`src/rtl/cfs_pkg.sv`:
```
// ----------------------------------------------------------------------------
// cfs_pkg
// Shared types, constants and helper functions of the contiguous fit search:
// free-run length doubling step and the pairwise hole selection tree.
// ----------------------------------------------------------------------------
package cfs_pkg;

  // field widths of the request and result items
  localparam int MAP_W  = 64;
  localparam int REQ_W  = 7;
  localparam int POL_W  = 2;
  localparam int IDX_W  = 6;

  // examined part of the bitmap and derived sizes
  localparam int MAP_BITS  = 64;
  localparam int LEN_W     = $clog2(MAP_BITS + 1);
  localparam int NUM_STEPS = $clog2(MAP_BITS);
  localparam int STEPS_A   = NUM_STEPS / 2;
  localparam int LVL_A     = NUM_STEPS / 2;
  localparam int MID_NODES = (MAP_BITS + (1 << LVL_A) - 1) >> LVL_A;

  typedef enum logic [POL_W-1:0] {
    POL_FIRST = 2'd0,
    POL_WORST = 2'd1,
    POL_BEST  = 2'd2,
    POL_SPARE = 2'd3
  } policy_t;

  // request fields that ride along with the bitmap work
  typedef struct packed {
    logic [REQ_W-1:0] need;
    policy_t          policy;
  } side_t;

  typedef logic [MAP_BITS-1:0][LEN_W-1:0] len_vec_t;

  // one candidate hole in the selection tree
  typedef struct packed {
    logic             vld;
    logic [LEN_W-1:0] key;
    logic [IDX_W-1:0] idx;
  } node_t;

  typedef node_t [MAP_BITS-1:0] node_vec_t;
  typedef node_t [MID_NODES-1:0] mid_vec_t;

  // doubling step: a run that fills its whole window continues into the next one
  function automatic len_vec_t run_step(len_vec_t l, int span);
    len_vec_t r;
    r = l;
    for (int i = 0; i < MAP_BITS; i++) begin
      if (l[i] == LEN_W'(span) && (i + span) < MAP_BITS) begin
        r[i] = l[i] + l[i+span];
      end
    end
    return r;
  endfunction

  // lower-index node wins unless the upper one is strictly better
  function automatic node_t pick(node_t a, node_t b);
    node_t r;
    r = a;
    if (b.vld && (!a.vld || b.key > a.key)) begin
      r = b;
    end
    return r;
  endfunction

  // one tree level over n live nodes, result packed into the low half
  function automatic node_vec_t reduce_level(node_vec_t nv, int n);
    node_vec_t r;
    r = '0;
    for (int j = 0; j < MAP_BITS / 2; j++) begin
      if ((2 * j + 1) < n) begin
        r[j] = pick(nv[2*j], nv[2*j+1]);
      end else if ((2 * j) < n) begin
        r[j] = nv[2*j];
      end
    end
    return r;
  endfunction

endpackage

```
`src/rtl/cfs_run_len.sv`:
```
// ----------------------------------------------------------------------------
// cfs_run_len
// Two register stages that compute, for every position, the length of the
// free run starting there, by log-step doubling of the window length.
// ----------------------------------------------------------------------------
module cfs_run_len
  import cfs_pkg::*;
(
  input  logic                clk,
  input  logic                rst,
  input  logic                in_valid,
  output logic                in_ready,
  input  logic [MAP_W-1:0]    in_map,
  input  side_t               in_side,
  output logic                out_valid,
  input  logic                out_ready,
  output logic [MAP_BITS-1:0] out_free,
  output len_vec_t            out_len,
  output side_t               out_side
);

  logic                v1;
  logic [MAP_BITS-1:0] free1;
  len_vec_t            len1;
  side_t               side1;
  logic                v2;
  logic [MAP_BITS-1:0] free2;
  len_vec_t            len2;
  side_t               side2;

  logic                rdy1;
  logic                rdy2;
  logic [MAP_BITS-1:0] free_next;
  len_vec_t            len1_next;
  len_vec_t            len2_next;

  // stall chain
  assign rdy2     = !v2 || out_ready;
  assign rdy1     = !v1 || rdy2;
  assign in_ready = rdy1;

  // first half of the doubling steps
  always_comb begin
    free_next = ~in_map[MAP_BITS-1:0];
    for (int i = 0; i < MAP_BITS; i++) begin
      len1_next[i] = LEN_W'(free_next[i]);
    end
    for (int k = 0; k < STEPS_A; k++) begin
      len1_next = run_step(len1_next, 1 << k);
    end
  end

  // second half of the doubling steps
  always_comb begin
    len2_next = len1;
    for (int k = STEPS_A; k < NUM_STEPS; k++) begin
      len2_next = run_step(len2_next, 1 << k);
    end
  end

  // valid bits
  always_ff @(posedge clk) begin
    if (rst) begin
      v1 <= 1'b0;
      v2 <= 1'b0;
    end else begin
      if (rdy1) v1 <= in_valid;
      if (rdy2) v2 <= v1;
    end
  end

  // stage data
  always_ff @(posedge clk) begin
    if (rdy1 && in_valid) begin
      free1 <= free_next;
      len1  <= len1_next;
      side1 <= in_side;
    end
    if (rdy2 && v1) begin
      free2 <= free1;
      len2  <= len2_next;
      side2 <= side1;
    end
  end

  assign out_valid = v2;
  assign out_free  = free2;
  assign out_len   = len2;
  assign out_side  = side2;

endmodule

```
`src/rtl/cfs_select.sv`:
```
// ----------------------------------------------------------------------------
// cfs_select
// Marks hole starts that fit the request, keys them by policy and picks the
// winner through a two-stage registered comparison tree.
// ----------------------------------------------------------------------------
module cfs_select
  import cfs_pkg::*;
(
  input  logic                clk,
  input  logic                rst,
  input  logic                in_valid,
  output logic                in_ready,
  input  logic [MAP_BITS-1:0] in_free,
  input  len_vec_t            in_len,
  input  side_t               in_side,
  output logic                out_valid,
  input  logic                out_ready,
  output logic                found,
  output logic [IDX_W-1:0]    start_position
);

  logic       v3;
  mid_vec_t   mid3;
  logic       v4;
  logic       found4;
  logic [IDX_W-1:0] start4;

  logic       rdy3;
  logic       rdy4;
  node_vec_t  leaf;
  node_vec_t  tree_a;
  node_vec_t  tree_b;
  mid_vec_t   mid_next;
  logic       mid_any;

  // stall chain
  assign rdy4     = !v4 || out_ready;
  assign rdy3     = !v3 || rdy4;
  assign in_ready = rdy3;

  // leaves: fitting hole starts with a policy key
  always_comb begin
    for (int i = 0; i < MAP_BITS; i++) begin
      leaf[i].idx = IDX_W'(i);
      leaf[i].vld = in_free[i] && (i == 0 || !in_free[(i == 0) ? 0 : i-1])
                    && (in_side.need != '0)
                    && (REQ_W'(in_len[i]) >= in_side.need);
      case (in_side.policy)
        POL_WORST: leaf[i].key = in_len[i];
        POL_BEST:  leaf[i].key = ~in_len[i];
        default:   leaf[i].key = '0;
      endcase
    end
  end

  // lower tree levels
  always_comb begin
    int n;
    n = MAP_BITS;
    tree_a = leaf;
    for (int l = 0; l < LVL_A; l++) begin
      tree_a = reduce_level(tree_a, n);
      n = (n + 1) >> 1;
    end
    mid_next = tree_a[MID_NODES-1:0];
  end

  // upper tree levels
  always_comb begin
    int n;
    n = MID_NODES;
    tree_b = '0;
    tree_b[MID_NODES-1:0] = mid3;
    for (int l = LVL_A; l < NUM_STEPS; l++) begin
      tree_b = reduce_level(tree_b, n);
      n = (n + 1) >> 1;
    end
  end

  // any fitting hole among the middle nodes
  always_comb begin
    mid_any = 1'b0;
    for (int j = 0; j < MID_NODES; j++) begin
      mid_any = mid_any | mid3[j].vld;
    end
  end

  // valid bits
  always_ff @(posedge clk) begin
    if (rst) begin
      v3 <= 1'b0;
      v4 <= 1'b0;
    end else begin
      if (rdy3) v3 <= in_valid;
      if (rdy4) v4 <= v3;
    end
  end

  // stage data, result forced to zero when nothing fits
  always_ff @(posedge clk) begin
    if (rdy3 && in_valid) begin
      mid3 <= mid_next;
    end
    if (rdy4 && v3) begin
      found4 <= tree_b[0].vld;
      start4 <= tree_b[0].vld ? tree_b[0].idx : '0;
    end
  end

  assign out_valid      = v4;
  assign found          = found4;
  assign start_position = start4;

  // a fitting hole in the middle level must give a found result
  assert property (@(posedge clk) disable iff (rst)
    (v3 && rdy4 && mid_any) |=> (v4 && found4))
    else $error("fitting hole lost in upper tree");

  // no candidates at all must give not found
  assert property (@(posedge clk) disable iff (rst)
    (v3 && rdy4 && !mid_any) |=> (v4 && !found4))
    else $error("result found without candidate");

endmodule

```
`src/rtl/contiguous_fit_search.sv`:
```
// ----------------------------------------------------------------------------
// contiguous_fit_search
// Pipeline from request accept to result valid: two run-length stages, two
// selection tree stages, the last one being the output register.
// Throughput: one request per cycle when not stalled; a stall holds each full stage.
// Reset: rst clears all valid bits; data registers are not reset.
// ----------------------------------------------------------------------------
module contiguous_fit_search
  import cfs_pkg::*;
(
  input  logic        clk,
  input  logic        rst,
  input  logic        s_tvalid,
  output logic        s_tready,
  input  logic [71:0] s_tdata,   // occupancy_map[63:0], request_size[70:64], zero pad
  input  logic [1:0]  s_tuser,   // fit_policy[1:0]
  output logic        m_tvalid,
  input  logic        m_tready,
  output logic [7:0]  m_tdata,   // start_position[5:0], zero pad
  output logic        m_tuser    // found[0]
);

  side_t               in_side;
  logic                rl_valid;
  logic                rl_ready;
  logic [MAP_BITS-1:0] rl_free;
  len_vec_t            rl_len;
  side_t               rl_side;
  logic [IDX_W-1:0]    start_position;

  // request fields
  assign in_side.need   = s_tdata[MAP_W +: REQ_W];
  assign in_side.policy = policy_t'(s_tuser);

  // free-run lengths
  cfs_run_len u_run_len (
    .clk       (clk),
    .rst       (rst),
    .in_valid  (s_tvalid),
    .in_ready  (s_tready),
    .in_map    (s_tdata[MAP_W-1:0]),
    .in_side   (in_side),
    .out_valid (rl_valid),
    .out_ready (rl_ready),
    .out_free  (rl_free),
    .out_len   (rl_len),
    .out_side  (rl_side)
  );

  // hole choice
  cfs_select u_select (
    .clk            (clk),
    .rst            (rst),
    .in_valid       (rl_valid),
    .in_ready       (rl_ready),
    .in_free        (rl_free),
    .in_len         (rl_len),
    .in_side        (rl_side),
    .out_valid      (m_tvalid),
    .out_ready      (m_tready),
    .found          (m_tuser),
    .start_position (start_position)
  );

  assign m_tdata = {{(8 - IDX_W){1'b0}}, start_position};

  // an empty output stage means nothing downstream can block a request
  assert property (@(posedge clk) disable iff (rst) !m_tvalid |-> s_tready)
    else $error("request blocked with empty output");

  // nothing comes out right after reset
  assert property (@(posedge clk) rst |=> !m_tvalid)
    else $error("result valid after reset");

  // a request taken into an empty pipeline shows up after the full latency
  assert property (@(posedge clk) disable iff (rst)
    (s_tvalid && s_tready && !m_tvalid && !rl_valid) ##1 m_tready ##1 m_tready
      ##1 m_tready |=> m_tvalid)
    else $error("result missing after pipeline latency");

  // a not-found result carries a zero start
  assert property (@(posedge clk) disable iff (rst)
    (m_tvalid && !m_tuser) |-> (start_position == '0))
    else $error("nonzero start without a hole");

endmodule
```
`config.mk`:
```
export PLATFORM = sky130hd
export DESIGN_NAME = contiguous_fit_search
export DESIGN_NICKNAME = d
export VERILOG_FILES = /design/src/rtl/cfs_pkg.sv /design/src/rtl/cfs_run_len.sv /design/src/rtl/cfs_select.sv /design/src/rtl/contiguous_fit_search.sv
export SDC_FILE = /design/constraint.sdc
export NUM_CORES = 2
export LEC_CHECK = 0
export ABC_AREA = 1
export BUFFER_PORTS_ARGS = -buffer_cell sky130_fd_sc_hd__buf_2
export CORE_MARGIN = 4
export CORE_UTILIZATION = 35
export CTS_CLUSTER_DIAMETER = 120
export DETAILED_ROUTE_END_ITERATION = 8
export MAX_ROUTING_LAYER = met4
export PLACE_DENSITY = 0.52
export SETUP_SLACK_MARGIN = 0.2
export SLEW_MARGIN = 40
export SYNTH_ARGS = -nofsm -noshare
export SYNTH_HDL_FRONTEND = slang
export SYNTH_SLANG_ARGS = --single-unit
```
`constraint.sdc`:
```
create_clock -name clk -period 16.41 [get_ports clk]
set_input_delay 2.4615 -clock clk [delete_from_list [all_inputs] [get_ports clk]]
set_output_delay 2.4615 -clock clk [all_outputs]
set_load 0.05 [all_outputs]
```
==> implementation parameters <==
Parameter                              Value

Power
  Internal Dissipation    roughly 4700 uW
  Maximum resistive drop on vdd    around 95 uV
  Relative contribution of sequential cells to total power    0.378
  Total power divided by cell area    slightly above 70 nW/um^2
  Power share of the combinational group    0.255
  Power dissipated by switching net loads    ~2500 uW
  Portion of total power attributed to the clock network    0.367
  Leakage    roughly 0.051 uW
  Sw frac    0.3456

Synthesis
  Synth top area share    0.2813
  Most used standard cell by instance count after synthesis    sky130_fd_sc_hd__nand2_1
  Cell taking the most area after synthesis    sky130_fd_sc_hd__edfxtp_1
  Summed instance area of the synthesized netlist    92,670 um^2
  Share of async-settable or async-resettable flops after synthesis    0
  FF+latch count, synth    slightly below 900
  Dominant synthesized flop cell    sky130_fd_sc_hd__edfxtp_1
  Post-synthesis cell type count    60
  Post-Syn Instances    12,170
  Mean Syn Cell Area    ~7.6 um^2
  Portion of the post-synthesis area used by sequential elements    0.2821
  Syn. warnings    0
  Number of enable-type register cells in the synthesized netlist    868
  Top cells by area, synth    sky130_fd_sc_hd__edfxtp_1 28%, sky130_fd_sc_hd__ha_1 19%, sky130_fd_sc_hd__nand2_1 11%, sky130_fd_sc_hd__inv_1 8.3%, sky130_fd_sc_hd__fa_1 5.5%
  Synth cell count leaders    2,779 x sky130_fd_sc_hd__nand2_1, 2,056 x sky130_fd_sc_hd__inv_1, 1,428 x sky130_fd_sc_hd__ha_1

Route
  Antenna viol nets, final    0
  Pre-Repair DR Iteration Count    8
  Number of remaining DRC errors    0
  Final Routed Wirelength    343.3 mm
  Detailed Route Iter0 Violations    7,256
  Total number of vias    81,400
  WL/cell    21.46 um
  Average via count per standard cell    roughly 5.1

Die
  Width of the chip    between 500 and 600 um
  Y dimension of the die    approximately 520 um
  Die ar.    273,100 um^2
  Initial standard-cell utilization of the core    0.3524
  Top-level port count    89
  Row count    approximately 190
  Area of the placeable core    ~260,000 um^2

STA
  Number of failing hold endpoints at the final stage    0
  Slew Viols, Final    0
  Relative slew slack    0.3795
  Tcrit/Tclk final    0.4463
  Setup slack of the critical path after layout    9085 ps
  F_max    136.5 MHz
  Final setup violation count    0
  Unrepaired setup endpoints after global routing    false
  Slew @ Worst Pin    between 900 and 1000 ps
  Min Tclk post-route    between 7000 and 8000 ps
  Final TNS setup    0 ps
  Clk_skew    around 50 ps

Critical path
  CP startpoint kind    register
  Worst-path cell with the longest stage delay    sky130_fd_sc_hd__buf_4
  Data required time at the worst endpoint    around 17,000 ps
  Worst-path maximum fanout    28
  Internal reg-to-reg setup slack    just over 9000 ps
  Number of cell instances on the worst register-to-register path    35
  Dominant cell type by count on the critical path    sky130_fd_sc_hd__nand2_1
  Classification of the worst setup path    register to register
  Worst setup path endpoint    u_select.mid3[40]
  Delay of the slowest critical-path stage    560 ps
  Worst reg2reg endpoint    u_select.mid3[40]
  Startpoint of the most critical register-to-register path    u_run_len.out_side[8]
  Arrival time of data at the critical path endpoint    7800 ps
  Crit. Startpoint    u_run_len.out_side[8]
  Crit. End Element    register

Cells and area
  Layout-stage area growth over the synthesis result    10.00%
  Post-layout nets    14,130
  Fraction of final layout cells sized beyond drive strength 1    0.04598

GRT
  First-pass GRT wire length    a little under 500 mm
  Overall global routing resource usage    0.2539
  Number of antenna violations at the first check in global routing    39
  Grt total ovfl    0
  Pin count of the biggest net entering global routing    between 100 and 150
  Number of global-route vias before repair    74,260

CTS
  Number of buffers added by the clock tree synthesis step    114
  Number of buffers added for setup after CTS    0
  Clk slew on worst S/H paths    60 ps
  Post-cts gate resize count    0
  Worst-skew pair later-pin latency    between 800 and 900 ps
  CTS tree    yes
  Clk sink count    just under 900
  CTS H-tree depth    3
  Buffer levels on the longest clock path    3
  Clk root buf    sky130_fd_sc_hd__clkbuf_16
  Hold buffer count at CTS    0

Placed design
  Port Buf Inserts    85
  Half-perimeter wire length after placement    285.6 mm
  Worst slack at placement    approximately 9200 ps
  Weighted congestion at the end of routability-driven global placement    0.9784

Worst hold path
  Class of the worst hold path    register to register

Run status
  Run status    completed

Job
  Max-cap check violation count    0
area by class of cell:
cell class              count  area (um^2)
clock inverters            82        893.4
inverters                2077         7818
multi-input cells        9118        58320
repair buffers            184         1358
clock buffers             129         2952
diodes                     21        52.55
well taps                3515         4398
fillers                 27820       161000
flip-flops and latches    872        26150
state kept, by name, summed over array words and instances (netlist names):
name and count:
u_select.out_valid 1, u_select.start_position 6, u_run_len.out_valid 1, u_run_len.side1 9
u_select.mid3 83, u_run_len.free1 64, u_select.found 1, u_run_len.out_free 64
u_run_len.v1 1, u_run_len.out_len 384, u_run_len.len1 248, u_run_len.out_side 9
u_select.v3 1
power groups by stage:
stage	logic, uW	registers, uW	clock network, uW
after floorplan	1230	2720	0
after global placement	1800	2770	0
after detailed placement	1810	2760	0
after CTS	1820	2720	2690
after global routing	2080	2730	2780
final	1830	2720	2640
per-layer routing:
metal	up-vias	GRT usage	part of all wire
met5	-	-	0
met3	410	0.03873	0.072
li1	41040	-	-
met1	37550	0.3460	0.45
met2	2394	0.3837	0.43
met4	0	0.08717	0.042
worst min path at each step:
| stage | startpoint | to | slack [ps] | depth (start not counted) |
|---|---|---|---|---|
| floorplan | u_run_len.free1[0] | u_run_len.out_free[0] | 400 | 0 |
| global placement | u_run_len.free1[21] | u_run_len.out_free[21] | 400 | 0 |
| detailed placement | u_run_len.free1[55] | u_run_len.out_free[55] | 400 | 0 |
| CTS | u_run_len.free1[43] | u_run_len.out_free[43] | 410 | 0 |
| global route | u_run_len.free1[53] | u_run_len.out_free[53] | 420 | 0 |
| finish | u_run_len.free1[43] | u_run_len.out_free[43] | 420 | 0 |
critical path, delay by kind of cell (launching register included):
kind / cells / cell delay, ps
fa+ha+maj: 2 / 670
simple gates: 20 / 3030
flops: 1 / 530
compound gates: 5 / 560
buf+inv: 8 / 2120
logic make-up (layout without fill, tap and decap cells):
logic type,count (synthesis),after routing,share of synthesized area
adder cells (fa/ha/maj),1681,1681,0.2475
flip-flops,872,872,0.2821
other,1,46,0.00004047
AO/OA/AOI/OAI,2057,2057,0.1201
buffers and inverters,2205,2472,0.09124
XOR/XNOR,309,309,0.02920
AND/OR/NAND/NOR,5046,5046,0.2298
cells in the final DEF (no fill, tap or decap), drive strengths merged, types with 24 or more instances in the layout:
master / n
nand2: 2847
or2: 30
o31ai: 61
ha: 1428
xnor2: 176
conb: 25
a21o: 24
clkbuf: 130
clkinv: 55
nand3b: 39
o21a: 67
fa: 253
o21bai: 46
o21ai: 936
inv: 2076
a31oi: 62
xor2: 133
a21oi: 786
buf: 183
o211ai: 32
nor3: 62
nor2: 973
nand3: 891
edfxtp: 868
nand4: 178
metrics by stage:
stage                 util  hold slack, ps  cells  area (um^2)  power [uW]
CTS                 0.3872           410.7  15980       101800        7233
global placement    0.3719           400.5  15760        97800        4566
floorplan                -           400.3  12200        92760        3956
detailed placement  0.3726           404.5  15760        97980        4578
global route        0.3876           422.7  15990       101900        7584
finish              0.3876           417.7  16000       101900        7192
Note: power is estimated with default switching activity, not from simulation.
